===== src/rtl/core/bounded_deque_with_key_removal_macros.svh =====
// Assertion macros shared by the deque block.
`ifndef BOUNDED_DEQUE_WITH_KEY_REMOVAL_MACROS_SVH
`define BOUNDED_DEQUE_WITH_KEY_REMOVAL_MACROS_SVH

// Checks an expression at every clock edge outside reset.
`define BDQ_ASSERT_ALWAYS(label, expr, msg) \
    label: assert property (@(posedge clk) disable iff (!rst_n) (expr)) else $error(msg);

// Checks that a condition implies another in the same cycle.
`define BDQ_ASSERT_IMPLY(label, ante, cons, msg) \
    label: assert property (@(posedge clk) disable iff (!rst_n) (ante) |-> (cons)) \
        else $error(msg);

// Checks that a condition implies another in the next cycle.
`define BDQ_ASSERT_NEXT(label, ante, cons, msg) \
    label: assert property (@(posedge clk) disable iff (!rst_n) (ante) |=> (cons)) \
        else $error(msg);

`endif


===== src/rtl/core/bdq_pkg.sv =====
// Shared constants, types and helpers of the deque block.
`default_nettype none

package bdq_pkg;

    localparam int CAPACITY = 16;
    localparam int IDX_W    = (CAPACITY > 1) ? $clog2(CAPACITY) : 1;
    localparam int CNT_W    = $clog2(CAPACITY + 1);
    localparam int DATA_W   = 32;
    localparam int OP_W     = 3;
    localparam int ST_W     = 2;
    localparam int COUNT_W  = 5;

    // Stream widths: the input carries the value, the output carries count, front, back.
    localparam int IN_TDATA_W  = ((DATA_W + 7) / 8) * 8;
    localparam int OUT_BITS    = COUNT_W + 2 * DATA_W;
    localparam int OUT_TDATA_W = ((OUT_BITS + 7) / 8) * 8;
    localparam int OUT_PAD_W   = OUT_TDATA_W - OUT_BITS;

    typedef logic [IDX_W-1:0]  idx_t;
    typedef logic [CNT_W-1:0]  cnt_t;
    typedef logic [DATA_W-1:0] data_t;
    typedef logic [OP_W-1:0]   op_code_t;
    typedef logic [ST_W-1:0]   status_t;

    localparam op_code_t OP_PUSH_FRONT = 3'd0;
    localparam op_code_t OP_PUSH_BACK  = 3'd1;
    localparam op_code_t OP_POP_FRONT  = 3'd2;
    localparam op_code_t OP_POP_BACK   = 3'd3;
    localparam op_code_t OP_REMOVE     = 3'd4;

    localparam status_t ST_DONE     = 2'd0;
    localparam status_t ST_EMPTY    = 2'd1;
    localparam status_t ST_NOTFOUND = 2'd2;
    localparam status_t ST_FULL     = 2'd3;

    // Commands from the controller to the datapath.
    typedef struct packed {
        logic latch;      // capture the incoming request
        logic exec;       // carry out push or pop, prepare a removal
        logic scan_rd;    // read the entry at the scan position
        logic scan_miss;  // step the scan position
        logic not_found;  // record a failed search
        logic shift_rd;   // read the entry after the shift position
        logic shift_wr;   // move that entry one place toward the front
        logic shrink;     // drop one element after a removal
        logic fetch;      // read the front and back entries
        logic load_out;   // load the result register
    } dp_cmd_t;

    // Status from the datapath to the controller.
    typedef struct packed {
        logic is_remove;
        logic scan_end;
        logic match;
        logic shift_end;
        logic out_free;
        cnt_t count;
    } dp_sts_t;

    // Physical slot of a logical position; base and pos add to less than twice the depth.
    function automatic idx_t slot_of(input idx_t base, input cnt_t pos);
        logic [CNT_W:0] sum;
        sum = (CNT_W + 1)'(base) + (CNT_W + 1)'(pos);
        if (sum >= (CNT_W + 1)'(CAPACITY)) begin
            sum = sum - (CNT_W + 1)'(CAPACITY);
        end
        return IDX_W'(sum);
    endfunction

    // Slot just before the given one, wrapping at the bottom.
    function automatic idx_t slot_dec(input idx_t base);
        idx_t res;
        if (base == '0) begin
            res = IDX_W'(CAPACITY - 1);
        end else begin
            res = base - 1'b1;
        end
        return res;
    endfunction

endpackage

`default_nettype wire


===== src/rtl/core/bdq_ctrl.sv =====
// Controller state machine that sequences each request through the datapath.
`default_nettype none

module bdq_ctrl
    import bdq_pkg::*;
(
    input  wire logic    clk,
    input  wire logic    rst_n,
    input  wire logic    req_valid,
    output logic         req_ready,
    input  wire dp_sts_t sts,
    output dp_cmd_t      cmd
);

    typedef enum logic [2:0] {
        S_IDLE,
        S_EXEC,
        S_SCAN_RD,
        S_SCAN_CMP,
        S_SHIFT_CHK,
        S_SHIFT_WR,
        S_FETCH,
        S_DONE
    } state_t;

    state_t state_reg;
    state_t state_next;

    assign req_ready = (state_reg == S_IDLE);

    always_comb
    begin
        state_next = state_reg;
        cmd        = '0;
        unique case (state_reg)
            S_IDLE:
            begin
                if (req_valid)
                begin
                    cmd.latch  = 1'b1;
                    state_next = S_EXEC;
                end
            end
            S_EXEC:
            begin
                cmd.exec   = 1'b1;
                state_next = sts.is_remove ? S_SCAN_RD : S_FETCH;
            end
            S_SCAN_RD:
            begin
                if (sts.scan_end)
                begin
                    cmd.not_found = 1'b1;
                    state_next    = S_FETCH;
                end
                else
                begin
                    cmd.scan_rd = 1'b1;
                    state_next  = S_SCAN_CMP;
                end
            end
            S_SCAN_CMP:
            begin
                if (sts.match)
                begin
                    state_next = S_SHIFT_CHK;
                end
                else
                begin
                    cmd.scan_miss = 1'b1;
                    state_next    = S_SCAN_RD;
                end
            end
            S_SHIFT_CHK:
            begin
                if (sts.shift_end)
                begin
                    cmd.shrink = 1'b1;
                    state_next = S_FETCH;
                end
                else
                begin
                    cmd.shift_rd = 1'b1;
                    state_next   = S_SHIFT_WR;
                end
            end
            S_SHIFT_WR:
            begin
                cmd.shift_wr = 1'b1;
                state_next   = S_SHIFT_CHK;
            end
            S_FETCH:
            begin
                cmd.fetch  = 1'b1;
                state_next = S_DONE;
            end
            S_DONE:
            begin
                if (sts.out_free)
                begin
                    cmd.load_out = 1'b1;
                    state_next   = S_IDLE;
                end
            end
        endcase
    end

    always_ff @(posedge clk or negedge rst_n)
    begin
        if (!rst_n)
        begin
            state_reg <= S_IDLE;
        end
        else
        begin
            state_reg <= state_next;
        end
    end

endmodule

`default_nettype wire


===== src/rtl/core/bdq_dp.sv =====
// Datapath: element memory, front index, count, scan position and result register.
`default_nettype none

module bdq_dp
    import bdq_pkg::*;
(
    input  wire logic     clk,
    input  wire logic     rst_n,
    input  wire dp_cmd_t  cmd,
    output dp_sts_t       sts,
    input  wire op_code_t req_operation,
    input  wire data_t    req_value,
    input  wire logic     out_ready,
    output logic          out_valid,
    output status_t       out_status,
    output cnt_t          out_count,
    output data_t         out_front,
    output data_t         out_back
);

    data_t mem [CAPACITY];

    op_code_t op_reg;
    data_t    value_reg;
    idx_t     front_reg;
    idx_t     front_next;
    cnt_t     count_reg;
    cnt_t     count_next;
    cnt_t     pos_reg;
    cnt_t     pos_next;
    status_t  status_reg;
    status_t  status_next;
    logic     out_valid_reg;
    logic     out_valid_next;
    data_t    rdata_a_reg;
    data_t    rdata_b_reg;
    status_t  out_status_reg;
    cnt_t     out_count_reg;
    data_t    out_front_reg;
    data_t    out_back_reg;

    logic  full;
    logic  empty;
    cnt_t  pos_inc;
    cnt_t  last_pos;
    logic  wr_en;
    idx_t  wr_addr;
    data_t wr_data;
    logic  rd_a_en;
    idx_t  rd_a_addr;
    logic  rd_b_en;
    idx_t  rd_b_addr;

    assign full     = (count_reg >= CNT_W'(CAPACITY));
    assign empty    = (count_reg == '0);
    assign pos_inc  = pos_reg + 1'b1;
    assign last_pos = empty ? '0 : count_reg - 1'b1;

    always_comb
    begin
        front_next  = front_reg;
        count_next  = count_reg;
        pos_next    = pos_reg;
        status_next = status_reg;
        wr_en       = 1'b0;
        wr_addr     = slot_of(front_reg, pos_reg);
        wr_data     = rdata_a_reg;

        if (cmd.exec)
        begin
            status_next = ST_DONE;
            pos_next    = '0;
            unique case (op_reg)
                OP_PUSH_FRONT:
                begin
                    if (full)
                    begin
                        status_next = ST_FULL;
                    end
                    else
                    begin
                        front_next = slot_dec(front_reg);
                        count_next = count_reg + 1'b1;
                        wr_en      = 1'b1;
                        wr_addr    = slot_dec(front_reg);
                        wr_data    = value_reg;
                    end
                end
                OP_PUSH_BACK:
                begin
                    if (full)
                    begin
                        status_next = ST_FULL;
                    end
                    else
                    begin
                        count_next = count_reg + 1'b1;
                        wr_en      = 1'b1;
                        wr_addr    = slot_of(front_reg, count_reg);
                        wr_data    = value_reg;
                    end
                end
                OP_POP_FRONT:
                begin
                    if (empty)
                    begin
                        status_next = ST_EMPTY;
                    end
                    else
                    begin
                        front_next = slot_of(front_reg, CNT_W'(1));
                        count_next = count_reg - 1'b1;
                    end
                end
                OP_POP_BACK:
                begin
                    if (empty)
                    begin
                        status_next = ST_EMPTY;
                    end
                    else
                    begin
                        count_next = count_reg - 1'b1;
                    end
                end
                default:
                begin
                    // Removal starts its scan; unused codes leave everything as it is.
                end
            endcase
        end

        if (cmd.not_found)
        begin
            status_next = ST_NOTFOUND;
        end
        if (cmd.scan_miss)
        begin
            pos_next = pos_inc;
        end
        if (cmd.shift_wr)
        begin
            wr_en    = 1'b1;
            wr_addr  = slot_of(front_reg, pos_reg);
            wr_data  = rdata_a_reg;
            pos_next = pos_inc;
        end
        if (cmd.shrink)
        begin
            count_next = count_reg - 1'b1;
        end
    end

    // Read port A serves the scan, the shift and the front; port B the back.
    always_comb
    begin
        rd_a_en   = cmd.scan_rd | cmd.shift_rd | cmd.fetch;
        rd_b_en   = cmd.fetch;
        rd_b_addr = slot_of(front_reg, last_pos);
        priority if (cmd.shift_rd)
        begin
            rd_a_addr = slot_of(front_reg, pos_inc);
        end
        else if (cmd.fetch)
        begin
            rd_a_addr = front_reg;
        end
        else
        begin
            rd_a_addr = slot_of(front_reg, pos_reg);
        end
    end

    always_ff @(posedge clk)
    begin
        if (wr_en)
        begin
            mem[wr_addr] <= wr_data;
        end
        if (rd_a_en)
        begin
            rdata_a_reg <= mem[rd_a_addr];
        end
        if (rd_b_en)
        begin
            rdata_b_reg <= mem[rd_b_addr];
        end
    end

    always_comb
    begin
        out_valid_next = out_valid_reg;
        if (cmd.load_out)
        begin
            out_valid_next = 1'b1;
        end
        else if (out_ready)
        begin
            out_valid_next = 1'b0;
        end
    end

    always_ff @(posedge clk or negedge rst_n)
    begin
        if (!rst_n)
        begin
            front_reg     <= '0;
            count_reg     <= '0;
            pos_reg       <= '0;
            status_reg    <= ST_DONE;
            out_valid_reg <= 1'b0;
        end
        else
        begin
            front_reg     <= front_next;
            count_reg     <= count_next;
            pos_reg       <= pos_next;
            status_reg    <= status_next;
            out_valid_reg <= out_valid_next;
        end
    end

    always_ff @(posedge clk)
    begin
        if (cmd.latch)
        begin
            op_reg    <= req_operation;
            value_reg <= req_value;
        end
        if (cmd.load_out)
        begin
            out_status_reg <= status_reg;
            out_count_reg  <= count_reg;
            out_front_reg  <= empty ? '0 : rdata_a_reg;
            out_back_reg   <= empty ? '0 : rdata_b_reg;
        end
    end

    assign sts.is_remove = (op_reg == OP_REMOVE);
    assign sts.scan_end  = (pos_reg >= count_reg);
    assign sts.match     = (rdata_a_reg == value_reg);
    assign sts.shift_end = (pos_inc >= count_reg);
    assign sts.out_free  = !out_valid_reg || out_ready;
    assign sts.count     = count_reg;

    assign out_valid  = out_valid_reg;
    assign out_status = out_status_reg;
    assign out_count  = out_count_reg;
    assign out_front  = out_front_reg;
    assign out_back   = out_back_reg;

endmodule

`default_nettype wire


===== src/rtl/core/bounded_deque_with_key_removal.sv =====
// Top level of the bounded deque with removal by key.
`default_nettype none

`include "bounded_deque_with_key_removal_macros.svh"

// This block keeps an ordered sequence of up to CAPACITY (16) signed 32-bit
// values in a circular memory. Each request on the slave stream pushes at the
// front or back, pops from the front or back, or removes the first element,
// counted from the front, that equals the request's value. Every request
// gives exactly one result on the master stream with a status (done, was
// empty, key not found, was full), the element count after the request, and
// the front and back values, which read as zero when the store is empty.
// Requests are handled one at a time by a controller that steps a datapath
// with a single-write, dual-read memory. A removal walks the memory through
// one read port, examining elements from the front and then moving each
// element behind the match one place toward the front. The result sits in
// an output register, so the next request can be accepted while the
// previous result still waits to be taken. There is no clearing pass after
// reset; the block is ready at once.

module bounded_deque_with_key_removal
    import bdq_pkg::*;
(
    input  wire logic                   clk,
    input  wire logic                   rst_n,
    input  wire logic                   s_tvalid,
    output logic                        s_tready,
    input  wire logic [IN_TDATA_W-1:0]  s_tdata,   // [31:0] value
    input  wire logic [OP_W-1:0]        s_tuser,   // [2:0] operation
    output logic                        m_tvalid,
    input  wire logic                   m_tready,
    output logic [OUT_TDATA_W-1:0]      m_tdata,   // [4:0] count, [36:5] front_value,
                                                   // [68:37] back_value, rest zero
    output logic [ST_W-1:0]             m_tuser    // [1:0] status
);

    dp_cmd_t cmd;
    dp_sts_t sts;
    status_t out_status;
    cnt_t    out_count;
    data_t   out_front;
    data_t   out_back;

    bdq_ctrl u_ctrl (
        .clk       (clk),
        .rst_n     (rst_n),
        .req_valid (s_tvalid),
        .req_ready (s_tready),
        .sts       (sts),
        .cmd       (cmd)
    );

    bdq_dp u_dp (
        .clk           (clk),
        .rst_n         (rst_n),
        .cmd           (cmd),
        .sts           (sts),
        .req_operation (s_tuser),
        .req_value     (s_tdata[DATA_W-1:0]),
        .out_ready     (m_tready),
        .out_valid     (m_tvalid),
        .out_status    (out_status),
        .out_count     (out_count),
        .out_front     (out_front),
        .out_back      (out_back)
    );

    // The count field is fixed at five bits on the stream.
    assign m_tdata = {{OUT_PAD_W{1'b0}}, out_back, out_front, COUNT_W'(out_count)};
    assign m_tuser = out_status;

    // A request is taken only when the controller is idle, so it is busy right after.
    `BDQ_ASSERT_NEXT(a_busy_after_request, s_tvalid && s_tready, !s_tready, "ready after request")
    // The result register is loaded only when its previous content is gone or leaving.
    `BDQ_ASSERT_IMPLY(a_load_when_free, cmd.load_out, !m_tvalid || m_tready, "result overwritten")
    // The element count never goes past the capacity.
    `BDQ_ASSERT_ALWAYS(a_count_bound, sts.count <= CNT_W'(CAPACITY), "count beyond capacity")
    // Memory moves and the final fetch never overlap.
    `BDQ_ASSERT_IMPLY(a_fetch_alone, cmd.fetch, !cmd.shift_wr && !cmd.scan_rd, "fetch overlap")

endmodule

`default_nettype wire


===== config.mk =====
export PLATFORM = sky130hd
export DESIGN_NAME = bounded_deque_with_key_removal
export DESIGN_NICKNAME = d
export VERILOG_FILES = /design/src/rtl/core/bdq_pkg.sv /design/src/rtl/core/bdq_ctrl.sv /design/src/rtl/core/bdq_dp.sv /design/src/rtl/core/bounded_deque_with_key_removal.sv
export VERILOG_INCLUDE_DIRS = /design/src /design/src/rtl/core
export SDC_FILE = /design/constraint.sdc
export NUM_CORES = 1
export LEC_CHECK = 0
export BUFFER_PORTS_ARGS = -buffer_cell sky130_fd_sc_hd__buf_2
export CAP_MARGIN = 20
export CORE_MARGIN = 2
export CORE_UTILIZATION = 62
export DETAILED_ROUTE_END_ITERATION = 6
export PLACE_DENSITY = 0.8
export SKIP_LAST_GASP = 1
export SLEW_MARGIN = 20
export SYNTH_ARGS = -nofsm -noshare
export SYNTH_HDL_FRONTEND = slang
export SYNTH_SLANG_ARGS = --single-unit

===== constraint.sdc =====
create_clock -name clk -period 6.5 [get_ports clk]
set_input_delay 0.325 -clock clk [delete_from_list [all_inputs] [get_ports clk]]
set_output_delay 0.325 -clock clk [all_outputs]
set_load 0.02 [all_outputs]

==> results of run 1 <==
==> final cells by class <==
cell class	instances	area, um2	share of cell area
inverters	15	56.3	0.00156
multi-input cells	1253	10600	0.293
clock inverters	38	249	0.00691
diodes	1	2.50	0.0000694
well taps	680	851	0.0236
clock buffers	89	1930	0.0535
repair buffers	193	1410	0.0392
flip-flops and latches	702	21000	0.582
==> per-layer routing <==
layer,up-vias,GRT usage,wire length [um]
met5,-,0,13
met3,333,0.0667,10200
met1,10400,0.430,30600
met4,2,0.175,4760
li1,8592,-,-
met2,1694,0.511,40900
==> cell families (layout without fill, tap and decap cells) <==
logic type / Yosys count / count (layout) / share of synthesized area
compound gates: 449 / 449 / 0.0961
xor+xnor: 58 / 58 / 0.0160
fa+ha+maj: 31 / 31 / 0.0130
buf+inv: 172 / 335 / 0.0256
flops: 702 / 702 / 0.653
mux: 203 / 203 / 0.127
other cells: 1 / 4 / 0.000117
simple gates: 509 / 509 / 0.0689
==> worst register-to-register path, cell delays in order (launching register included) <==
cell and delay [ns]:
sky130_fd_sc_hd__dfrtp_1 0.49, sky130_fd_sc_hd__ha_1 0.28, sky130_fd_sc_hd__nand3_1 0.12, sky130_fd_sc_hd__xnor2_1 0.27, sky130_fd_sc_hd__ha_1 0.32, sky130_fd_sc_hd__a21o_1 0.18, sky130_fd_sc_hd__a311o_1 0.49, sky130_fd_sc_hd__o21ai_0 0.73
sky130_fd_sc_hd__nand2_1 0.76, sky130_fd_sc_hd__buf_4 0.54, sky130_fd_sc_hd__a221o_1 0.33, sky130_fd_sc_hd__o211ai_1 0.10
==> worst paths after layout <==
path | endpoint | cells past startpoint
worst max-delay path | u_dp.rdata_a_reg[21]$_DFFE_PP_ | 11
worst min-delay path | u_dp.out_valid$_DFFE_PN0P_ | 3
worst max register to register | u_dp.rdata_a_reg[21]$_DFFE_PP_ | 11
worst min register to register | u_dp.out_status[1]$_DFFE_PP_ | 0
max in group asynchronous | u_dp.out_valid$_DFFE_PN0P_ | 2
min in group asynchronous | u_dp.front_reg[1]$_DFFE_PN0P_ | 2
==> per-stage QoR <==
stage / setup WS, ns / util
3_5_place_dp: 1.75 / 0.652
6_report: 1.69 / 0.703
4_1_cts: 1.74 / 0.701
5_1_grt: 1.43 / 0.703
3_3_place_gp: 1.85 / 0.652
2_1_floorplan: 1.85 / -
==> layout by cell type (no fill, tap or decap), types with 12 or more instances in the layout <==
cell                              n
sky130_fd_sc_hd__a32o_1          31
sky130_fd_sc_hd__a21oi_1        192
sky130_fd_sc_hd__a221o_1         32
sky130_fd_sc_hd__dlygate4sd3_1   36
sky130_fd_sc_hd__nor2_4          18
sky130_fd_sc_hd__clkinv_1        18
sky130_fd_sc_hd__inv_1           13
sky130_fd_sc_hd__o21ai_0         12
sky130_fd_sc_hd__a32oi_1         33
sky130_fd_sc_hd__mux2_2          33
sky130_fd_sc_hd__xor2_1          40
sky130_fd_sc_hd__dfrtp_1         20
sky130_fd_sc_hd__ha_1            26
sky130_fd_sc_hd__clkbuf_1        14
sky130_fd_sc_hd__edfxtp_1       682
sky130_fd_sc_hd__a22oi_1         65
sky130_fd_sc_hd__nor2_1          22
sky130_fd_sc_hd__nor2b_1         66
sky130_fd_sc_hd__o211ai_1        33
sky130_fd_sc_hd__nand2_1        354
sky130_fd_sc_hd__buf_4           35
sky130_fd_sc_hd__xnor2_1         16
sky130_fd_sc_hd__clkbuf_16       75
sky130_fd_sc_hd__a21oi_2         21
sky130_fd_sc_hd__mux4_2         160
sky130_fd_sc_hd__buf_2          111
==> cells in the mapped netlist, types with 7 or more instances <==
master | count | area, um2
sky130_fd_sc_hd__edfxtp_1 | 682 | 20500
sky130_fd_sc_hd__o21ai_0 | 12 | 60.1
sky130_fd_sc_hd__a21oi_1 | 192 | 961
sky130_fd_sc_hd__buf_6 | 14 | 158
sky130_fd_sc_hd__a21oi_2 | 21 | 184
sky130_fd_sc_hd__a32oi_1 | 33 | 289
sky130_fd_sc_hd__mux4_2 | 160 | 3600
sky130_fd_sc_hd__a21o_1 | 9 | 67.6
sky130_fd_sc_hd__nor4_1 | 9 | 56.3
sky130_fd_sc_hd__a32o_1 | 31 | 310
sky130_fd_sc_hd__nor2b_1 | 67 | 419
sky130_fd_sc_hd__inv_1 | 13 | 48.8
sky130_fd_sc_hd__buf_2 | 40 | 200
sky130_fd_sc_hd__nand2_1 | 355 | 1330
sky130_fd_sc_hd__a221o_1 | 32 | 320
sky130_fd_sc_hd__ha_1 | 27 | 338
sky130_fd_sc_hd__a22oi_1 | 66 | 495
sky130_fd_sc_hd__nor2_1 | 39 | 146
sky130_fd_sc_hd__mux2_2 | 33 | 372
sky130_fd_sc_hd__mux2i_1 | 7 | 70.1
sky130_fd_sc_hd__xor2_1 | 40 | 350
sky130_fd_sc_hd__xnor2_1 | 17 | 149
sky130_fd_sc_hd__clkbuf_1 | 94 | 353
sky130_fd_sc_hd__o211ai_1 | 33 | 248
sky130_fd_sc_hd__dfrtp_1 | 20 | 500
==> out/metrics.csv, run 1 <==
metric;value;unit
synthesis.yosys.warnings;0;
timing_max_transition_violations_final;0;
drt_first_iter_violations;3170;
grt_pass1_vias;20900;
worstPathCellList;ha_1 > nand3_1 > xnor2_1 > ha_1 > a21o_1 > a311o_1 > o21ai_0 > nand2_1 > buf_4 > a221o_1 > o211ai_1;
critical-path-top-cell-by-count;sky130_fd_sc_hd__ha_1;
synth_area_per_cell;15.1;um2
wirelength;86400;um
fin_skew;0.0422;ns
number_of_synthesized_flops_with_an_enable_pin;682;
initial_antenna_violation_count;2;
worstPathBufferInverterCount;1;
postSynth.topFlopCell;sky130_fd_sc_hd__edfxtp_1;
vias_per_cell;7.07;
unrepaired_setup_endpoints_after_global_routing;false;
max_flop_register;u_dp.mem;
criticalPathCategory;reg2reg;
netlist_instances;2125;
post_synth_num_cell_types;63;
routed-via-count;21000;
groute.usage.overall;0.324;
critical_path.max_fanout;18;
largest_reg_flops;512;
finalHoldViolations;0;
place_congestion;0.888;
crit_path_start;u_dp.pos_reg[1]$_DFFE_PN0P_;
finished_cell_area;0.0360;mm2
grt_first_pass_wirelength;128000;um
hpwlAfterDp;49600;um
die_w;232;um
synth-seq-cells;702;
nNetsFinal;2307;
hold_path_startpoint;m_tready;
cts_max_path_buffers;3;
setup_tns;0;ns
grt_overflow;0;
post_cts_resize_count;0;
setup_slack_of_the_worst_register_to_register_path;1.69;ns
numCtsBuffers;72;
pin_count;115;
cts_max_level;3;
timing.critical_path.max_delay_family;compound AO/OA/AOI/OAI gates;
fill_cell_count;3237;
status;complete, no violations;
ctsRootBufferMaster;sky130_fd_sc_hd__clkbuf_16;
floorplan.initialDensity;0.627;
fp.dieArea;0.0537;mm2
tritoncts;done;
seq_area_frac_synth;0.653;
drt-wirelength-per-cell;29.1;um
tritoncts_num_sinks;702;
finalSetupViolCount;0;
crit_path_start_kind;flip-flop;
max-cap-violations;0;
syn_to_final_growth;12.1;%
grt_start_max_net_pins;152;
worst_slew_margin_rel;0.171;
period_share;0.740;
dpl.cell_count;2805;
place.port_buffers;111;
timing.fmax;208;MHz
fp-row-count;83;
finalHoldWorstSlack;0.0465;ns
post-route-min-period;4.81;ns
worst-endpoint-arrival;5.22;ns
share_of_post_route_cells_with_drive_strength_above_1;0.220;
synth_area;0.0321;mm2
timing.critical_path.slowest_cell_delay;0.76;ns
synthArstFlopShare;0.0285;
clock_insertion_delay_worst_skew;0.62;ns
dieHeight;232;um
postCtsHoldBufs;36;
critical_path_data_required_time;6.91;ns
critPathSlowestCell;sky130_fd_sc_hd__nand2_1;
finalNonFillerCells;2971;
clk_pin_slew_worst_paths;0.06;ns
cp-end-kind;flip-flop;
placed_area;0.0334;mm2
postCtsSetupBuffers;0;
worstReg2RegStart;u_dp.pos_reg[1]$_DFFE_PN0P_;
min-delay-path-class;in2reg;
coreArea;0.0513;mm2
tightest_slew;1.24;ns
drt_first_pass_iters;6;
drc;0;
ant_nets;0;
Power of run 1 is left out: the tool's default activity adds up to more than one toggle a clock period on the data nets, which glitch-free logic cannot reach.
==> inputs of run 2 (changes only) <==
==> constraint.sdc (replaced) <==
create_clock -name clk -period 4.5 [get_ports clk]
set_input_delay 0.225 -clock clk [delete_from_list [all_inputs] [get_ports clk]]
set_output_delay 0.225 -clock clk [all_outputs]
set_load 0.02 [all_outputs]
==> run 2 against run 1 <==
The run now ends with design-rule violations left; setup slack got worse by 1.3 ns; critical path depth rose by 1; clock skew fell by 0.029 ns; fmax rose by 16%; non-clock buffer count rose by 9; die area did not move; first-iteration DRC count rose by 6.3%; largest cell class unchanged.
==> out/metrics.csv, run 2 (synthesis gave the netlist of run 1 again) <==
metric;value;unit
finished_cell_area;0.0364;mm2
finalSetupViolCount;0;
clk_pin_slew_worst_paths;0.06;ns
drc;1;
floorplan.initialDensity;0.627;
timing.fmax;242;MHz
layout_common_cells;682 x sky130_fd_sc_hd__edfxtp_1, 354 x sky130_fd_sc_hd__nand2_1, 192 x sky130_fd_sc_hd__a21oi_1, 160 x sky130_fd_sc_hd__mux4_2, 111 x sky130_fd_sc_hd__buf_2;
timing_max_transition_violations_final;0;
fp.dieArea;0.0537;mm2
worstReg2RegStart;u_dp.pos_reg[1]$_DFFE_PN0P_;
drt-met1-wl;29900;um
worst-endpoint-arrival;4.59;ns
cts_max_level;3;
tritoncts_num_sinks;702;
setup.worst_path.end;u_dp.rdata_a_reg[20]$_DFFE_PP_;
dieHeight;232;um
coreArea;0.0513;mm2
groute.usage.overall;0.328;
route.met2.wl;41500;um
unrepaired_setup_endpoints_after_global_routing;false;
diodes;0;
drt-wirelength-per-cell;29.3;um
status;complete, but fails checks;
critical_path_data_required_time;4.95;ns
fp-row-count;83;
criticalPathCategory;reg2reg;
share_of_post_route_cells_with_drive_strength_above_1;0.220;
post-route-min-period;4.14;ns
grt_overflow;0;
tightest_slew;0.952;ns
ant_nets;0;
cp-end-kind;flip-flop;
pin_count;115;
vias_per_cell;7.07;
initial_antenna_violation_count;0;
topRoutingLayerUsed;met4;
syn_to_final_growth;13.2;%
period_share;0.919;
max-cap-violations;0;
nNetsFinal;2315;
crit_path_start_kind;flip-flop;
grt_start_max_net_pins;102;
wirelength;87100;um
tritoncts;done;
wl_met3;10500;um
failing_checks;design-rule violations;
grt_first_pass_wirelength;128000;um
worst_slew_margin_rel;0.364;
max_flop_register;u_dp.mem;
setup_slack_of_the_worst_register_to_register_path;0.36;ns
largest_reg_flops;512;
place.port_buffers;111;
fin_skew;0.0127;ns
setup_tns;0;ns
reg2reg_to;u_dp.rdata_a_reg[20]$_DFFE_PP_;
grt_pass1_vias;21000;
placed_area;0.0338;mm2
hpwlAfterDp;46700;um
critical_path.max_fanout;101;
post_cts_resize_count;0;
place_congestion;0.835;
drt_first_pass_iters;7;
drt_first_iter_violations;3370;
clock_insertion_delay_worst_skew;0.62;ns
postCtsSetupBuffers;0;
routed-via-count;21000;
mostFrequentLayoutCell;sky130_fd_sc_hd__edfxtp_1;
crit_path_start;u_dp.pos_reg[1]$_DFFE_PN0P_;
cts_max_path_buffers;3;
ctsRootBufferMaster;sky130_fd_sc_hd__clkbuf_16;
numCtsBuffers;71;
ff2ff_path_depth;12;
min-delay-path-class;in2async;
postCtsHoldBufs;37;
finalHoldViolations;0;
die_w;232;um
fill_cell_count;3137;
==> run 2: changes by cell type in the layout (fill, tap and decap cells not counted), moves of 3 or more <==
cell and change:
sky130_fd_sc_hd__buf_12 +26, sky130_fd_sc_hd__buf_4 -16, sky130_fd_sc_hd__clkbuf_1 +4, sky130_fd_sc_hd__clkinv_2 -3, sky130_fd_sc_hd__clkinv_4 -3, sky130_fd_sc_hd__inv_6 -3
==> run 2: layout make-up <==
type	instances	area, um2	share of cell area
clock buffer	94	1960	0.0538
inverter	15	56.3	0.00155
tap	680	851	0.0234
sequential	702	21000	0.577
multi-input combinational	1253	10600	0.290
timing repair buffer	202	1770	0.0486
clock inverter	29	206	0.00567
==> run 2: worst max-delay path: stages (launching register included) <==
cell and delay [ns]:
sky130_fd_sc_hd__dfrtp_1 0.48, sky130_fd_sc_hd__ha_1 0.29, sky130_fd_sc_hd__nand3_1 0.12, sky130_fd_sc_hd__xnor2_1 0.27, sky130_fd_sc_hd__ha_1 0.31, sky130_fd_sc_hd__a21o_1 0.17
sky130_fd_sc_hd__a311o_1 0.49, sky130_fd_sc_hd__mux2_8 0.84, sky130_fd_sc_hd__buf_12 0.31, sky130_fd_sc_hd__a21oi_1 0.10, sky130_fd_sc_hd__a22oi_1 0.29, sky130_fd_sc_hd__a22oi_1 0.14
sky130_fd_sc_hd__o211ai_1 0.11
==> run 2: worst min-delay path by stage <==
stage | start | endpoint | cells after the start
3_5_place_dp | rst_n | u_dp.count_reg[2]$_DFFE_PN0P_ | 1
6_report | rst_n | u_dp.count_reg[2]$_DFFE_PN0P_ | 2
5_1_grt | rst_n | u_dp.count_reg[2]$_DFFE_PN0P_ | 2
2_1_floorplan | rst_n | u_ctrl.state_reg[0]$_DFFE_PN0P_ | 0
3_3_place_gp | rst_n | u_dp.count_reg[3]$_DFFE_PN0P_ | 1
4_1_cts | rst_n | u_dp.count_reg[4]$_DFFE_PN0P_ | 2
==> run 2: layer usage <==
| metal | track usage | vias to the layer above |
|---|---|---|
| li1 | - | 8601 |
| met3 | 0.0696 | 378 |
| met5 | 0 | - |
| met2 | 0.514 | 1680 |
| met1 | 0.428 | 10400 |
| met4 | 0.195 | 0 |
==> run 2: per-stage QoR <==
step | utilization | std cells | setup WS, ns | hold WS [ns]
global placement | 0.660 | 2815 | 0.600 | 0.208
CTS | 0.709 | 2975 | 0.448 | 0.108
floorplan | - | 2127 | 0.411 | -0.0706
finish | 0.709 | 2975 | 0.365 | 0.106
detailed placement | 0.660 | 2815 | 0.470 | 0.219
global route | 0.709 | 2975 | 0.170 | 0.166
Power of run 2 is left out for the same reason.
